<file path="src/sv/rpc_pkg.sv">
// Shared types and constants for the relation property checker.
`default_nettype none

package rpc_pkg;

    localparam int MAX_SET = 16;
    localparam int IDX_W   = $clog2(MAX_SET);
    localparam int CNT_W   = $clog2(MAX_SET + 1);
    localparam int VALUE_W = 32;
    localparam int SIZE_W  = 5;
    localparam int INDEX_W = 4;

    typedef logic [MAX_SET-1:0] row_t;

    typedef enum logic [1:0] {
        OP_CLEAR = 2'd0,
        OP_LOAD  = 2'd1,
        OP_ADD   = 2'd2,
        OP_EVAL  = 2'd3
    } op_t;

    typedef enum logic [2:0] {
        ST_IDLE,
        ST_LOOKUP,
        ST_ADD_RD,
        ST_ADD_WR,
        ST_EV_ROW,
        ST_EV_ROWW,
        ST_EV_COL,
        ST_RESULT
    } state_t;

    typedef struct packed {
        op_t                op;
        logic [INDEX_W-1:0] index;
        logic [VALUE_W-1:0] first;
        logic [VALUE_W-1:0] second;
    } req_t;

    typedef struct packed {
        logic pair_rejected;
        logic reflexive;
        logic symmetric;
        logic antisymmetric;
        logic transitive;
        logic equivalence;
        logic partial_order;
    } result_t;

    typedef struct packed {
        logic idle;
        logic done;
    } status_t;

endpackage

`default_nettype wire

</file>
<file path="src/sv/rpc_engine.sv">
// Sequencer with element table and relation row memories.
`default_nettype none

module rpc_engine
    import rpc_pkg::*;
(
    input  wire logic             clk,
    input  wire logic             rst_n,
    input  wire logic             start,
    input  wire req_t             req,
    input  wire logic [CNT_W-1:0] n,
    input  wire logic             res_ready,
    output status_t               status,
    output result_t               result
);

    logic [VALUE_W-1:0] elem_mem [MAX_SET];
    row_t               row_mem  [MAX_SET];

    state_t             state_reg, state_next;
    op_t                op_reg, op_next;
    logic [VALUE_W-1:0] v1_reg, v1_next;
    logic [VALUE_W-1:0] v2_reg, v2_next;
    logic [CNT_W-1:0]   cnt_i_reg, cnt_i_next;
    logic [CNT_W-1:0]   cnt_j_reg, cnt_j_next;
    logic               hit_x_reg, hit_x_next;
    logic               hit_y_reg, hit_y_next;
    logic [IDX_W-1:0]   x_reg, x_next;
    logic [IDX_W-1:0]   y_reg, y_next;
    logic               pend_reg, pend_next;
    logic [IDX_W-1:0]   tag_reg, tag_next;
    row_t               row_i_reg, row_i_next;
    logic               refl_reg, refl_next;
    logic               sym_reg, sym_next;
    logic               anti_reg, anti_next;
    logic               trans_reg, trans_next;
    row_t               row_valid_reg;

    logic [VALUE_W-1:0] elem_rd_reg;
    row_t               row_rd_reg;
    logic               row_rd_ok_reg;

    logic               elem_we;
    logic [IDX_W-1:0]   elem_waddr;
    logic               elem_rd_en;
    logic [IDX_W-1:0]   elem_raddr;
    logic               row_rd_en;
    logic               row_we;
    logic [IDX_W-1:0]   row_addr;
    row_t               row_wdata;
    logic               clear_rows;
    row_t               row_eff;
    row_t               mask;
    logic [IDX_W-1:0]   cur_i;
    logic               ev_a;
    logic               ev_b;

    assign row_eff = row_rd_ok_reg ? row_rd_reg : '0;
    assign mask    = ~({MAX_SET{1'b1}} << n);
    assign cur_i   = cnt_i_reg[IDX_W-1:0];
    assign ev_a    = row_i_reg[tag_reg];
    assign ev_b    = row_eff[cur_i];
    assign status  = '{idle: (state_reg == ST_IDLE), done: (state_reg == ST_RESULT)};

    always_comb
    begin
        state_next = state_reg;
        op_next    = op_reg;
        v1_next    = v1_reg;
        v2_next    = v2_reg;
        cnt_i_next = cnt_i_reg;
        cnt_j_next = cnt_j_reg;
        hit_x_next = hit_x_reg;
        hit_y_next = hit_y_reg;
        x_next     = x_reg;
        y_next     = y_reg;
        pend_next  = 1'b0;
        tag_next   = tag_reg;
        row_i_next = row_i_reg;
        refl_next  = refl_reg;
        sym_next   = sym_reg;
        anti_next  = anti_reg;
        trans_next = trans_reg;
        elem_we    = 1'b0;
        elem_waddr = req.index[IDX_W-1:0];
        elem_rd_en = 1'b0;
        elem_raddr = cur_i;
        row_rd_en  = 1'b0;
        row_we     = 1'b0;
        row_addr   = cur_i;
        row_wdata  = row_eff | (row_t'(1) << y_reg);
        clear_rows = 1'b0;

        case (state_reg)
            ST_IDLE:
            begin
                if (start)
                begin
                    op_next = req.op;
                    v1_next = req.first;
                    v2_next = req.second;
                    case (req.op)
                        OP_CLEAR:
                        begin
                            clear_rows = 1'b1;
                            state_next = ST_RESULT;
                        end
                        OP_LOAD:
                        begin
                            elem_we    = (32'(req.index) < 32'(MAX_SET));
                            state_next = ST_RESULT;
                        end
                        OP_ADD:
                        begin
                            cnt_i_next = '0;
                            hit_x_next = 1'b0;
                            hit_y_next = 1'b0;
                            state_next = ST_LOOKUP;
                        end
                        OP_EVAL:
                        begin
                            cnt_i_next = '0;
                            refl_next  = 1'b1;
                            sym_next   = 1'b1;
                            anti_next  = 1'b1;
                            trans_next = 1'b1;
                            state_next = (n == '0) ? ST_RESULT : ST_EV_ROW;
                        end
                        default:
                        begin
                            state_next = ST_RESULT;
                        end
                    endcase
                end
            end
            ST_LOOKUP:
            begin
                if (pend_reg)
                begin
                    if (!hit_x_reg && elem_rd_reg == v1_reg)
                    begin
                        hit_x_next = 1'b1;
                        x_next     = tag_reg;
                    end
                    if (!hit_y_reg && elem_rd_reg == v2_reg)
                    begin
                        hit_y_next = 1'b1;
                        y_next     = tag_reg;
                    end
                end
                if (cnt_i_reg < n)
                begin
                    elem_rd_en = 1'b1;
                    pend_next  = 1'b1;
                    tag_next   = cur_i;
                    cnt_i_next = cnt_i_reg + CNT_W'(1);
                end
                else if (!pend_reg)
                begin
                    state_next = ST_ADD_RD;
                end
            end
            ST_ADD_RD:
            begin
                if (hit_x_reg && hit_y_reg)
                begin
                    row_rd_en  = 1'b1;
                    row_addr   = x_reg;
                    state_next = ST_ADD_WR;
                end
                else
                begin
                    state_next = ST_RESULT;
                end
            end
            ST_ADD_WR:
            begin
                row_we     = 1'b1;
                row_addr   = x_reg;
                state_next = ST_RESULT;
            end
            ST_EV_ROW:
            begin
                row_rd_en  = 1'b1;
                state_next = ST_EV_ROWW;
            end
            ST_EV_ROWW:
            begin
                row_i_next = row_eff & mask;
                if (!row_eff[cur_i])
                begin
                    refl_next = 1'b0;
                end
                cnt_j_next = '0;
                state_next = ST_EV_COL;
            end
            ST_EV_COL:
            begin
                if (pend_reg)
                begin
                    if (ev_a != ev_b)
                    begin
                        sym_next = 1'b0;
                    end
                    if (tag_reg != cur_i && ev_a && ev_b)
                    begin
                        anti_next = 1'b0;
                    end
                    if (ev_a && ((row_eff & mask & ~row_i_reg) != '0))
                    begin
                        trans_next = 1'b0;
                    end
                end
                if (cnt_j_reg < n)
                begin
                    row_rd_en  = 1'b1;
                    row_addr   = cnt_j_reg[IDX_W-1:0];
                    pend_next  = 1'b1;
                    tag_next   = cnt_j_reg[IDX_W-1:0];
                    cnt_j_next = cnt_j_reg + CNT_W'(1);
                end
                else if (!pend_reg)
                begin
                    if (cnt_i_reg + CNT_W'(1) == n)
                    begin
                        state_next = ST_RESULT;
                    end
                    else
                    begin
                        cnt_i_next = cnt_i_reg + CNT_W'(1);
                        state_next = ST_EV_ROW;
                    end
                end
            end
            ST_RESULT:
            begin
                if (res_ready)
                begin
                    state_next = ST_IDLE;
                end
            end
            default:
            begin
                state_next = ST_IDLE;
            end
        endcase
    end

    always_comb
    begin
        result = '0;
        case (op_reg)
            OP_ADD:
            begin
                result.pair_rejected = !(hit_x_reg && hit_y_reg);
            end
            OP_EVAL:
            begin
                result.reflexive     = refl_reg;
                result.symmetric     = sym_reg;
                result.antisymmetric = anti_reg;
                result.transitive    = trans_reg;
                result.equivalence   = refl_reg && sym_reg && trans_reg;
                result.partial_order = refl_reg && anti_reg && trans_reg;
            end
            default:
            begin
                result = '0;
            end
        endcase
    end

    always_ff @(posedge clk or negedge rst_n)
    begin
        if (!rst_n)
        begin
            state_reg     <= ST_IDLE;
            op_reg        <= OP_CLEAR;
            pend_reg      <= 1'b0;
            row_valid_reg <= '0;
        end
        else
        begin
            state_reg <= state_next;
            op_reg    <= op_next;
            pend_reg  <= pend_next;
            if (clear_rows)
            begin
                row_valid_reg <= '0;
            end
            else if (row_we)
            begin
                row_valid_reg[row_addr] <= 1'b1;
            end
        end
    end

    always_ff @(posedge clk)
    begin
        v1_reg    <= v1_next;
        v2_reg    <= v2_next;
        cnt_i_reg <= cnt_i_next;
        cnt_j_reg <= cnt_j_next;
        hit_x_reg <= hit_x_next;
        hit_y_reg <= hit_y_next;
        x_reg     <= x_next;
        y_reg     <= y_next;
        tag_reg   <= tag_next;
        row_i_reg <= row_i_next;
        refl_reg  <= refl_next;
        sym_reg   <= sym_next;
        anti_reg  <= anti_next;
        trans_reg <= trans_next;
    end

    always_ff @(posedge clk)
    begin
        if (elem_we)
        begin
            elem_mem[elem_waddr] <= req.first;
        end
        if (elem_rd_en)
        begin
            elem_rd_reg <= elem_mem[elem_raddr];
        end
    end

    always_ff @(posedge clk)
    begin
        if (row_we)
        begin
            row_mem[row_addr] <= row_wdata;
        end
        if (row_rd_en)
        begin
            row_rd_reg    <= row_mem[row_addr];
            row_rd_ok_reg <= row_valid_reg[row_addr];
        end
    end

`ifndef SYNTH
    a_add_needs_hits: assert property (@(posedge clk) disable iff (!rst_n)
        state_reg == ST_ADD_WR |-> (hit_x_reg && hit_y_reg))
        else $error("row write without both lookups hitting");

    a_pend_states: assert property (@(posedge clk) disable iff (!rst_n)
        pend_reg |-> (state_reg == ST_LOOKUP || state_reg == ST_EV_COL))
        else $error("read pending outside a scan state");

    a_row_in_range: assert property (@(posedge clk) disable iff (!rst_n)
        state_reg == ST_EV_COL |-> cnt_i_reg < n)
        else $error("evaluate row counter beyond set size");
`endif

endmodule

`default_nettype wire

</file>
<file path="src/sv/relation_property_checker_top.sv">
// Flow, n = active set size: clear and load go straight to the result; add pair scans
// the n table entries, then reads and writes row x (skipped if the pair is rejected);
// evaluate runs states ST_EV_ROW and ST_EV_ROWW, then a column scan, for each row.
// Each scan makes one memory read a cycle, then drains. One transaction in flight; the next
// is accepted the cycle after the result registers.
// Reset clears the matrix through row valid bits and sets set_size to 1, not the table.
`default_nettype none

module relation_property_checker_top
    import rpc_pkg::*;
(
    input  wire logic                      clk,
    input  wire logic                      rst_n,
    input  wire logic                      cfg_write_en,
    input  wire logic [SIZE_W-1:0]         cfg_write_data,
    input  wire logic                      in_valid,
    output logic                           in_stall,
    input  wire logic [1:0]                operation,
    input  wire logic [INDEX_W-1:0]        element_index,
    input  wire logic signed [VALUE_W-1:0] first_value,
    input  wire logic signed [VALUE_W-1:0] second_value,
    output logic                           out_valid,
    input  wire logic                      out_stall,
    output logic                           pair_rejected,
    output logic                           is_reflexive,
    output logic                           is_symmetric,
    output logic                           is_antisymmetric,
    output logic                           is_transitive,
    output logic                           is_equivalence,
    output logic                           is_partial_order
);

    logic [SIZE_W-1:0] set_size_reg;
    logic [CNT_W-1:0]  n_active;
    logic              out_valid_reg;
    result_t           out_res_reg;
    logic              start;
    logic              res_ready;
    req_t              req;
    status_t           status;
    result_t           eng_result;

    assign n_active  = (32'(set_size_reg) > 32'(MAX_SET)) ? CNT_W'(MAX_SET)
                                                          : CNT_W'(set_size_reg);
    assign in_stall  = !status.idle;
    assign start     = in_valid && !in_stall;
    assign res_ready = !out_valid_reg || !out_stall;
    assign req       = '{op: op_t'(operation), index: element_index,
                         first: first_value, second: second_value};

    rpc_engine u_engine (
        .clk       (clk),
        .rst_n     (rst_n),
        .start     (start),
        .req       (req),
        .n         (n_active),
        .res_ready (res_ready),
        .status    (status),
        .result    (eng_result)
    );

    always_ff @(posedge clk or negedge rst_n)
    begin
        if (!rst_n)
        begin
            set_size_reg  <= SIZE_W'(1);
            out_valid_reg <= 1'b0;
        end
        else
        begin
            if (cfg_write_en)
            begin
                set_size_reg <= cfg_write_data;
            end
            if (status.done && res_ready)
            begin
                out_valid_reg <= 1'b1;
            end
            else if (!out_stall)
            begin
                out_valid_reg <= 1'b0;
            end
        end
    end

    always_ff @(posedge clk)
    begin
        if (status.done && res_ready)
        begin
            out_res_reg <= eng_result;
        end
    end

    assign out_valid        = out_valid_reg;
    assign pair_rejected    = out_res_reg.pair_rejected;
    assign is_reflexive     = out_res_reg.reflexive;
    assign is_symmetric     = out_res_reg.symmetric;
    assign is_antisymmetric = out_res_reg.antisymmetric;
    assign is_transitive    = out_res_reg.transitive;
    assign is_equivalence   = out_res_reg.equivalence;
    assign is_partial_order = out_res_reg.partial_order;

`ifndef SYNTH
    a_out_from_done: assert property (@(posedge clk) disable iff (!rst_n)
        $rose(out_valid_reg) |-> $past(status.done))
        else $error("result appeared without engine completion");

    a_busy_after_accept: assert property (@(posedge clk) disable iff (!rst_n)
        start |=> in_stall)
        else $error("engine idle right after accepting a transaction");

    a_done_held: assert property (@(posedge clk) disable iff (!rst_n)
        (status.done && !res_ready) |=> status.done)
        else $error("completed result dropped while output was full");
`endif

endmodule

`default_nettype wire

</file>
<file path="config.mk">
export PLATFORM = sky130hd
export DESIGN_NAME = relation_property_checker_top
export DESIGN_NICKNAME = d
export VERILOG_FILES = /design/src/sv/rpc_pkg.sv /design/src/sv/rpc_engine.sv /design/src/sv/relation_property_checker_top.sv
export SDC_FILE = /design/constraint.sdc
export NUM_CORES = 1
export LEC_CHECK = 0
export BUFFER_PORTS_ARGS = -buffer_cell sky130_fd_sc_hd__buf_2
export CAP_MARGIN = 20
export CORE_MARGIN = 2
export CORE_UTILIZATION = 45
export DETAILED_ROUTE_END_ITERATION = 8
export GPL_ROUTABILITY_DRIVEN = 0
export GPL_TIMING_DRIVEN = 0
export HOLD_SLACK_MARGIN = 0.15
export PLACE_DENSITY = 0.61
export SYNTH_ARGS = -nofsm -noshare
export SYNTH_HDL_FRONTEND = slang
export SYNTH_SLANG_ARGS = --single-unit
</file>
<file path="constraint.sdc">
create_clock -name clk -period 5.11 [get_ports clk]
set_input_delay 0.2555 -clock clk [delete_from_list [all_inputs] [get_ports clk]]
set_output_delay 0.2555 -clock clk [all_outputs]
set_load 0.005 [all_outputs]
</file>
### After elaboration in Yosys (flattened, before gate mapping)

Memory sizes are Yosys's and may differ from the RTL's. A register that Yosys moved wholly into a read port is not among the register bits.
Index checks and enable logic that the tools add are counted.
Widths: inputs -> output; s select.

| word-level totals | value |
|---|---|
| input port bits | 80 |
| memory bits (read-only) | 0 |
| output and inout port bits | 9 |
| bits in registers | 144 |
| bits in writable memories | 768 |
| latch bits | 0 |
| word-level logic and storage cells | 209 |
| memories kept | 2 |

| cells by class | value |
|---|---|
| reduce and logical (&&, ||, !) cells | 46 |
| divide/modulo/power cells | 0 |
| equality and inequality tests | 38 |
| $add $sub $neg | 2 |
| order comparisons | 7 |
| multipliers | 0 |
| bitwise gates (word level) | 6 |
| multiplexer cells | 78 |
| shift operators | 2 |

Memories:

| name | words | bits a word | read ports | clocked after memory_dff | wr ports | RTL line | RTL |
|---|---|---|---|---|---|---|---|
| u_engine.elem_mem | 16 | 32 | 1 | 1 | 1 | rpc_engine.sv:17 | `logic [VALUE_W-1:0] elem_mem [MAX_SET];` |
| u_engine.row_mem | 16 | 16 | 1 | 1 | 1 | rpc_engine.sv:18 | `row_t row_mem [MAX_SET];` |

Operators by type and width:

| operator | count |
|---|---|
| $eq 32x32->1 | 2 |
| $mux 16 | 3 |
| $mux 5 | 8 |
| $mux 1 | 36 |
| $and 16x16->16 | 2 |
| $not 16->16 | 2 |
| $or 16x16->16 | 2 |
| $reduce_and 5->1 | 5 |
| $ne 2x1->1 const B | 12 |
| $pmux 3 s8 | 1 |
| $mux 3 | 7 |
| $ne 2x2->1 const B | 9 |
| $mux 4 | 4 |
| $reduce_bool 16->1 | 1 |
| $shl 1x4->16 const A | 1 |
| $shl 16x5->16 const A | 1 |
| $lt 4x5->1 const B | 3 |
| $pmux 5 s3 | 1 |
| $pmux 1 s2 | 7 |
| $logic_and 1x1->1 | 13 |
| $bmux 1 s4 | 3 |
| $eq 3x3->1 const B | 4 |
| $pmux 4 s3 | 1 |
| $reduce_bool 2->1 | 6 |
| 29 further kinds | 45 |

### Depth between registers and ports, before layout

| logic depth | value |
|---|---|
| depth after elaboration | 12 |
| mapped depth | 14 |
| mapped depth without buffers | 10 |

### By module

A second synthesis with hierarchy kept.

| second synthesis, totals | value |
|---|---|
| cell total of the unflattened synthesis | 2128 |
| area total of the unflattened synthesis | 37777.5 um2 |

Modules (own cells, without submodules):

| module | instances | area each (um2) | cells each | sequential area each (um2) |
|---|---|---|---|---|
| rpc_engine | 1 | 37302.0 | 2100 | 28327.2 |
| relation_property_checker_top | 1 | 475.5 | 28 | 361.6 |

### Worst setup path after synthesis

OpenSTA, ideal clock, no wires.

| timing | value |
|---|---|
| path kind | register -> register |
| start | register u_engine.state_reg[0] |
| end | memory u_engine.elem_mem[0][0], enable pin |
| buffers on the path | 1 |
| stages on the path, launching flop included | 8 |
| arrival | 3.856 ns |
| required time | 4.649 ns |
| period minus slack after synthesis | 4.317 ns |
| library setup time | 0.461 ns |
| slack | 0.793 ns |
| cell sequence | dfrtp_1 > buf_2 > nor3_1 > nand2_1 > nor2_1 > nand2_1 > or3_1 > nor3_1 |

| between the ends | value |
|---|---|
| word-level cells in the longest chain between the ends | 6 |

RTL lines:

| item | RTL line | RTL |
|---|---|---|
| start, declared | rpc_engine.sv:20 | `state_t state_reg, state_next;` |
| start signal, assigned | rpc_engine.sv:284 | `state_reg <= state_next;` |
| $logic_not 3->1 (*) | rpc_engine.sv:63, rpc_engine.sv:94 |  |
| $logic_and 1x1->1 | relation_property_checker_top.sv:46 | `assign start = in_valid && !in_stall;` |
| $mux 1 | rpc_engine.sv:97 | `if (start)` |
| $mux 1 (*) | rpc_engine.sv:94 | `case (state_reg)` |
| $mux 1 (*) | rpc_engine.sv:318 | `if (elem_we)` |
| $mux 1 (implied by the code) (*) | rpc_engine.sv:320 | `elem_mem[elem_waddr] <= req.first;` |
| end, declared | rpc_engine.sv:17 |  |

Every way passes the cells marked *; elsewhere a longest branch is shown, timed or not.

### Worst setup path after layout

| timing | value |
|---|---|
| start | register set_size_reg[2] |
| end | memory u_engine.row_mem[2][11] (netlist bit), enable pin |

| between the ends | value |
|---|---|
| word-level cells in the longest chain between the ends | 5 |

RTL lines:

| item | RTL line | RTL |
|---|---|---|
| start, declared | relation_property_checker_top.sv:33 | `logic [SIZE_W-1:0] set_size_reg;` |
| start signal, assigned | relation_property_checker_top.sv:73 | `set_size_reg <= cfg_write_data;` |
| $gt 5x5->1 | relation_property_checker_top.sv:43 | `assign n_active = (32'(set_size_reg) > 32'(MAX_SET)) ? CNT_W'(MAX_SET)` |
| $mux 5 (*) | relation_property_checker_top.sv:43 |  |
| $lt 5x5->1 (*) | rpc_engine.sv:214 | `if (cnt_j_reg < n)` |
| $mux 4 (*) | rpc_engine.sv:214 |  |
| $pmux 4 s3 (*) | rpc_engine.sv:94 |  |
| end, declared | rpc_engine.sv:18 |  |

Marks and branches as above.

==> results.txt <==
The clock share of power is 28.9%. In this run the biggest area consumer among cell types represents 74.33% of the synthesized area. The async set or reset register ratio after synthesis is 2.917%. Global routing used 21.85% of the available tracks across all layers.

Ranked by flip-flop count, first place goes to u_engine.elem_mem. The largest net degree at the start of global routing came out at 65. The clock network latency to the later pin of the worst-skew pair came out at 0.67 ns. The flip-flop count of the largest register, all copies and words added is 512. The maximum operating frequency came out at 203.1 MHz. The post-layout minimum cycle time is 4.924 ns. After synthesis, the most frequently instantiated cells are 932 x sky130_fd_sc_hd__edfxtp_1, 170 x sky130_fd_sc_hd__mux4_2, 136 x sky130_fd_sc_hd__mux2i_1. The largest registers in the layout are u_engine.elem_mem x512, u_engine.row_mem x256. The via count of the routed design is 19711. The run finished with clean final reports. Ranked by total cell area, the synthesized netlist is headed by sky130_fd_sc_hd__edfxtp_1 74%, sky130_fd_sc_hd__mux4_2 10%, sky130_fd_sc_hd__mux2i_1 3.6%. The setup violation total in the final timing report came out at 0.

Across all setup checks in the final design, the least slack found is 0.1857 ns. The internal power is 0.01708 W. The number of enable-type register cells in the synthesized netlist is 932.

The final setup skew is 0.04125 ns. The post-synthesis cell area is 37650 sq um. The area growth from synthesis to layout is 18.82%. For this design the total switching power over the nets is 0.007772 W. The first global-routing pass estimated 135000 um of wire. The number of max-slew violations in the final report came out at 0. In the synthesized netlist the dominant register cell turns out to be sky130_fd_sc_hd__edfxtp_1. The share of synthesized area occupied by flip-flops and latches came out at 76.19%. The number of nets with antenna violations after detailed routing is 0. Timing analysis after detailed placement gives a worst setup slack of 0.3050 ns.

The area occupied by multi-input gates came out at 8651 sq um. The register clock-pin slew on the reported worst setup and hold paths came out at 0.07 ns. The final hold violation count came out at 0. The number of nets in the synthesized netlist is 1968. The switching share of power came out at 31.28%. The overall die height came out at 293.3 um. The worst setup path is of the flip-flop to flip-flop kind. The kind of capture point of the worst setup path is a flip-flop.

The share of layout cells above drive strength 1 came out at 24.77%. The count of input and output buffers came out at 86. The die outline area is 86000 sq um. The critical path required time is 5.46 ns. The max-capacitance violation count is 0. The starting density of the core came out at 45.21%.

The total congestion overflow is 0. In this run the worst path has a maximum fanout of 11. In the final design database the tool counted 2314 nets. The H-tree was split into 3 levels. Clock tree synthesis inserted a total of 100 buffers. The final standard cell count with taps included and fillers excluded came out at 3382. Measured on the finished design, the core utilization comes to 53.72%. The placed wire-length estimate came out at 62740 um. The maximum vdd ir drop came out at 0.3128 mV. Per report_power, the combinational group accounts for 31.0% of the total. The slack of the worst reg-to-reg path came out at 0.19 ns. In this run, placement finished with an instance count of 3114. Summed over all layers, the routed wires come to 93140 um. The initial antenna violation count is 8. TritonCTS built the clock tree.

The number of warnings printed during yosys synthesis is 0. The maximum clock path buffer count came out at 3. The part of the cycle the worst path needs is 96.37%.

The detailed router finished its first iteration with 2063 violations. Summed over all instances, the cell type with the most area after synthesis is sky130_fd_sc_hd__edfxtp_1. The headroom to the max-slew limit is 28.59%.

The aggregate negative setup slack came out at 0 ns. The floorplan step defined a core boundary enclosing 83290 sq um. The footprint of the flip-flops and latches is 28690 sq um. The number of clock sinks seen by CTS came out at 960. Once the clock tree was built, the resizer swapped 0 gates to a different size. The post-CTS setup buffer count came out at 0.

The average instance area after synthesis came out at 20.06 sq um. The number of cell rows came out at 106. Setup repair after global routing left no endpoint under its margin. The transition time of the tightest slew-check pin is 1.071 ns. The critical path data arrival time is 5.28 ns. The routed via count divided by cell count came out at 5.828. The synthesized netlist cell count came out at 1877. The routed length per placed instance came out at 27.54 um. The floorplan step set the die width to 293.3 um.

For this design the static power due to leakage is 15.03 nW. Counting distinct cell types in the post-synthesis netlist gives 66. Clock tree synthesis selected as its root buffer the cell sky130_fd_sc_hd__clkbuf_16. The number of ports placed on the die boundary came out at 89. The worst hold path belongs to the class input pin to async pin. The number of iterations in the first detailed-routing pass came out at 8. In the routed design, unresolved DRC markers number 0. The layout has 6446 filler cells.

In this run the power density over the cells is 555.4 nW/um^2. Counting flops and latches in the post-synthesis netlist gives 960. STA classifies the critical path startpoint as a flip-flop. The sequential share of power came out at 40.1%. Among all cell types in the netlist, the one instantiated most often is sky130_fd_sc_hd__edfxtp_1.

The number of global-route vias before repair came out at 19868.
-- metrics by stage --
stage	power (W)	hold slack, ns	cell area [sq um]
after floorplan	0.01493	-0.04009	37650
after global placement	0.01734	0.3178	39430
after detailed placement	0.01771	0.3296	40570
after CTS	0.02493	0.1679	44650
after global routing	0.02579	0.2222	44740
final	0.02485	0.1879	44740
-- power by group through the flow --
stage	Combinational [W]	Sequential, W	Clock, W
4_1_cts	0.00768	0.00996	0.00729
3_5_place_dp	0.00758	0.0101	0
6_report	0.00771	0.00997	0.00717
3_3_place_gp	0.00719	0.0102	0
2_1_floorplan	0.00493	0.0100	0
5_1_grt	0.00819	0.0100	0.00760
-- cell families (layout without fill, tap and decap cells) --
family	Yosys count	count (layout)	share of synthesized area, %
DFF	960	960	76.19
muxes	312	312	13.96
buffers and inverters	101	525	1.259
adders and majority gates	11	11	0.3655
and+or+nand+nor	246	246	3.376
other	0	1	0
xor gates and xnor gates	77	77	1.791
AOI/OAI and AO/OA	170	170	3.051
-- timing repair --
| action | in CTS | in global routing |
|---|---|---|
| endpoints found under the hold margin | 631 | 0 |
| endpoints found under the setup margin | 0 | 0 |
| hold buffers | 81 | 0 |
-- critical path, cell delays in order, from the launching register on --
cell,delay [ns]
sky130_fd_sc_hd__dfrtp_1,0.48
sky130_fd_sc_hd__clkbuf_1,0.45
sky130_fd_sc_hd__nand2_1,0.22
sky130_fd_sc_hd__ha_1,0.35
sky130_fd_sc_hd__a21o_1,0.22
sky130_fd_sc_hd__a211oi_4,0.38
sky130_fd_sc_hd__and2_1,0.18
sky130_fd_sc_hd__buf_4,0.15
sky130_fd_sc_hd__o311a_1,0.28
sky130_fd_sc_hd__buf_2,0.20
sky130_fd_sc_hd__buf_6,0.16
sky130_fd_sc_hd__buf_4,0.25
sky130_fd_sc_hd__nand4_1,0.33
sky130_fd_sc_hd__nor2_1,0.63
sky130_fd_sc_hd__buf_4,0.32
-- cells in the final DEF (no fill, tap or decap), types with 11 or more instances in the layout --
| cell type | instances |
|---|---|
| sky130_fd_sc_hd__edfxtp_1 | 932 |
| sky130_fd_sc_hd__nor4_1 | 15 |
| sky130_fd_sc_hd__buf_1 | 25 |
| sky130_fd_sc_hd__buf_2 | 105 |
| sky130_fd_sc_hd__nand3_1 | 12 |
| sky130_fd_sc_hd__buf_4 | 24 |
| sky130_fd_sc_hd__o21ai_1 | 14 |
| sky130_fd_sc_hd__nand2b_1 | 12 |
| sky130_fd_sc_hd__o22ai_1 | 69 |
| sky130_fd_sc_hd__nor2_2 | 14 |
| sky130_fd_sc_hd__or4_1 | 18 |
| sky130_fd_sc_hd__ha_1 | 11 |
| sky130_fd_sc_hd__xor2_1 | 62 |
| sky130_fd_sc_hd__nor3_1 | 11 |
| sky130_fd_sc_hd__xnor2_1 | 15 |
| sky130_fd_sc_hd__o21a_1 | 19 |
| sky130_fd_sc_hd__dlygate4sd3_1 | 81 |
| sky130_fd_sc_hd__nor2_1 | 34 |
| sky130_fd_sc_hd__clkinv_2 | 18 |
| sky130_fd_sc_hd__buf_6 | 25 |
| sky130_fd_sc_hd__a21oi_1 | 20 |
| sky130_fd_sc_hd__mux2i_1 | 136 |
| sky130_fd_sc_hd__inv_1 | 12 |
| sky130_fd_sc_hd__buf_12 | 12 |
| sky130_fd_sc_hd__nor2_4 | 13 |
| sky130_fd_sc_hd__clkbuf_1 | 50 |
| sky130_fd_sc_hd__buf_8 | 26 |
| sky130_fd_sc_hd__nand2_1 | 56 |
| sky130_fd_sc_hd__clkinv_1 | 12 |
| sky130_fd_sc_hd__dfrtp_1 | 27 |
| sky130_fd_sc_hd__mux4_2 | 170 |
| sky130_fd_sc_hd__nand4_1 | 12 |
| sky130_fd_sc_hd__clkbuf_16 | 100 |
-- layer usage --
| layer | wire length, um | track usage (%) |
|---|---|---|
| met3 | 6360 | 3.911 |
| met2 | 43910 | 34.53 |
| met1 | 40080 | 31.25 |
| met4 | 2730 | 6.658 |
| met5 | 59 | 0 |
-- path summary, 6_finish.rpt --
kind                                                  from                    endpoint  cells after the start
max in group asynchronous                            rst_n  u_engine.row_valid_reg[14]                      2
worst max-delay path                       set_size_reg[2]     u_engine.row_mem[2][11]                     14
worst min register to register  u_engine.row_valid_reg[15]  u_engine.row_valid_reg[15]                      1
worst max register to register             set_size_reg[2]     u_engine.row_mem[2][11]                     14
worst min-delay path                                 rst_n   u_engine.row_valid_reg[0]                      2
min in group clk                              operation[0]          u_engine.op_reg[0]                      2
-- area by class of cell --
type	count	share of cell area (%)
plain buffers	86	0.9341
inverters	15	0.1314
multi-input cells	816	19.34
clock buffers	128	5.962
well taps	1080	3.020
diodes	1	0.005593
flip-flops and latches	960	64.12
clock inverters	52	1.340
repair buffers	244	5.149
(Power assumes the default switching activity.)
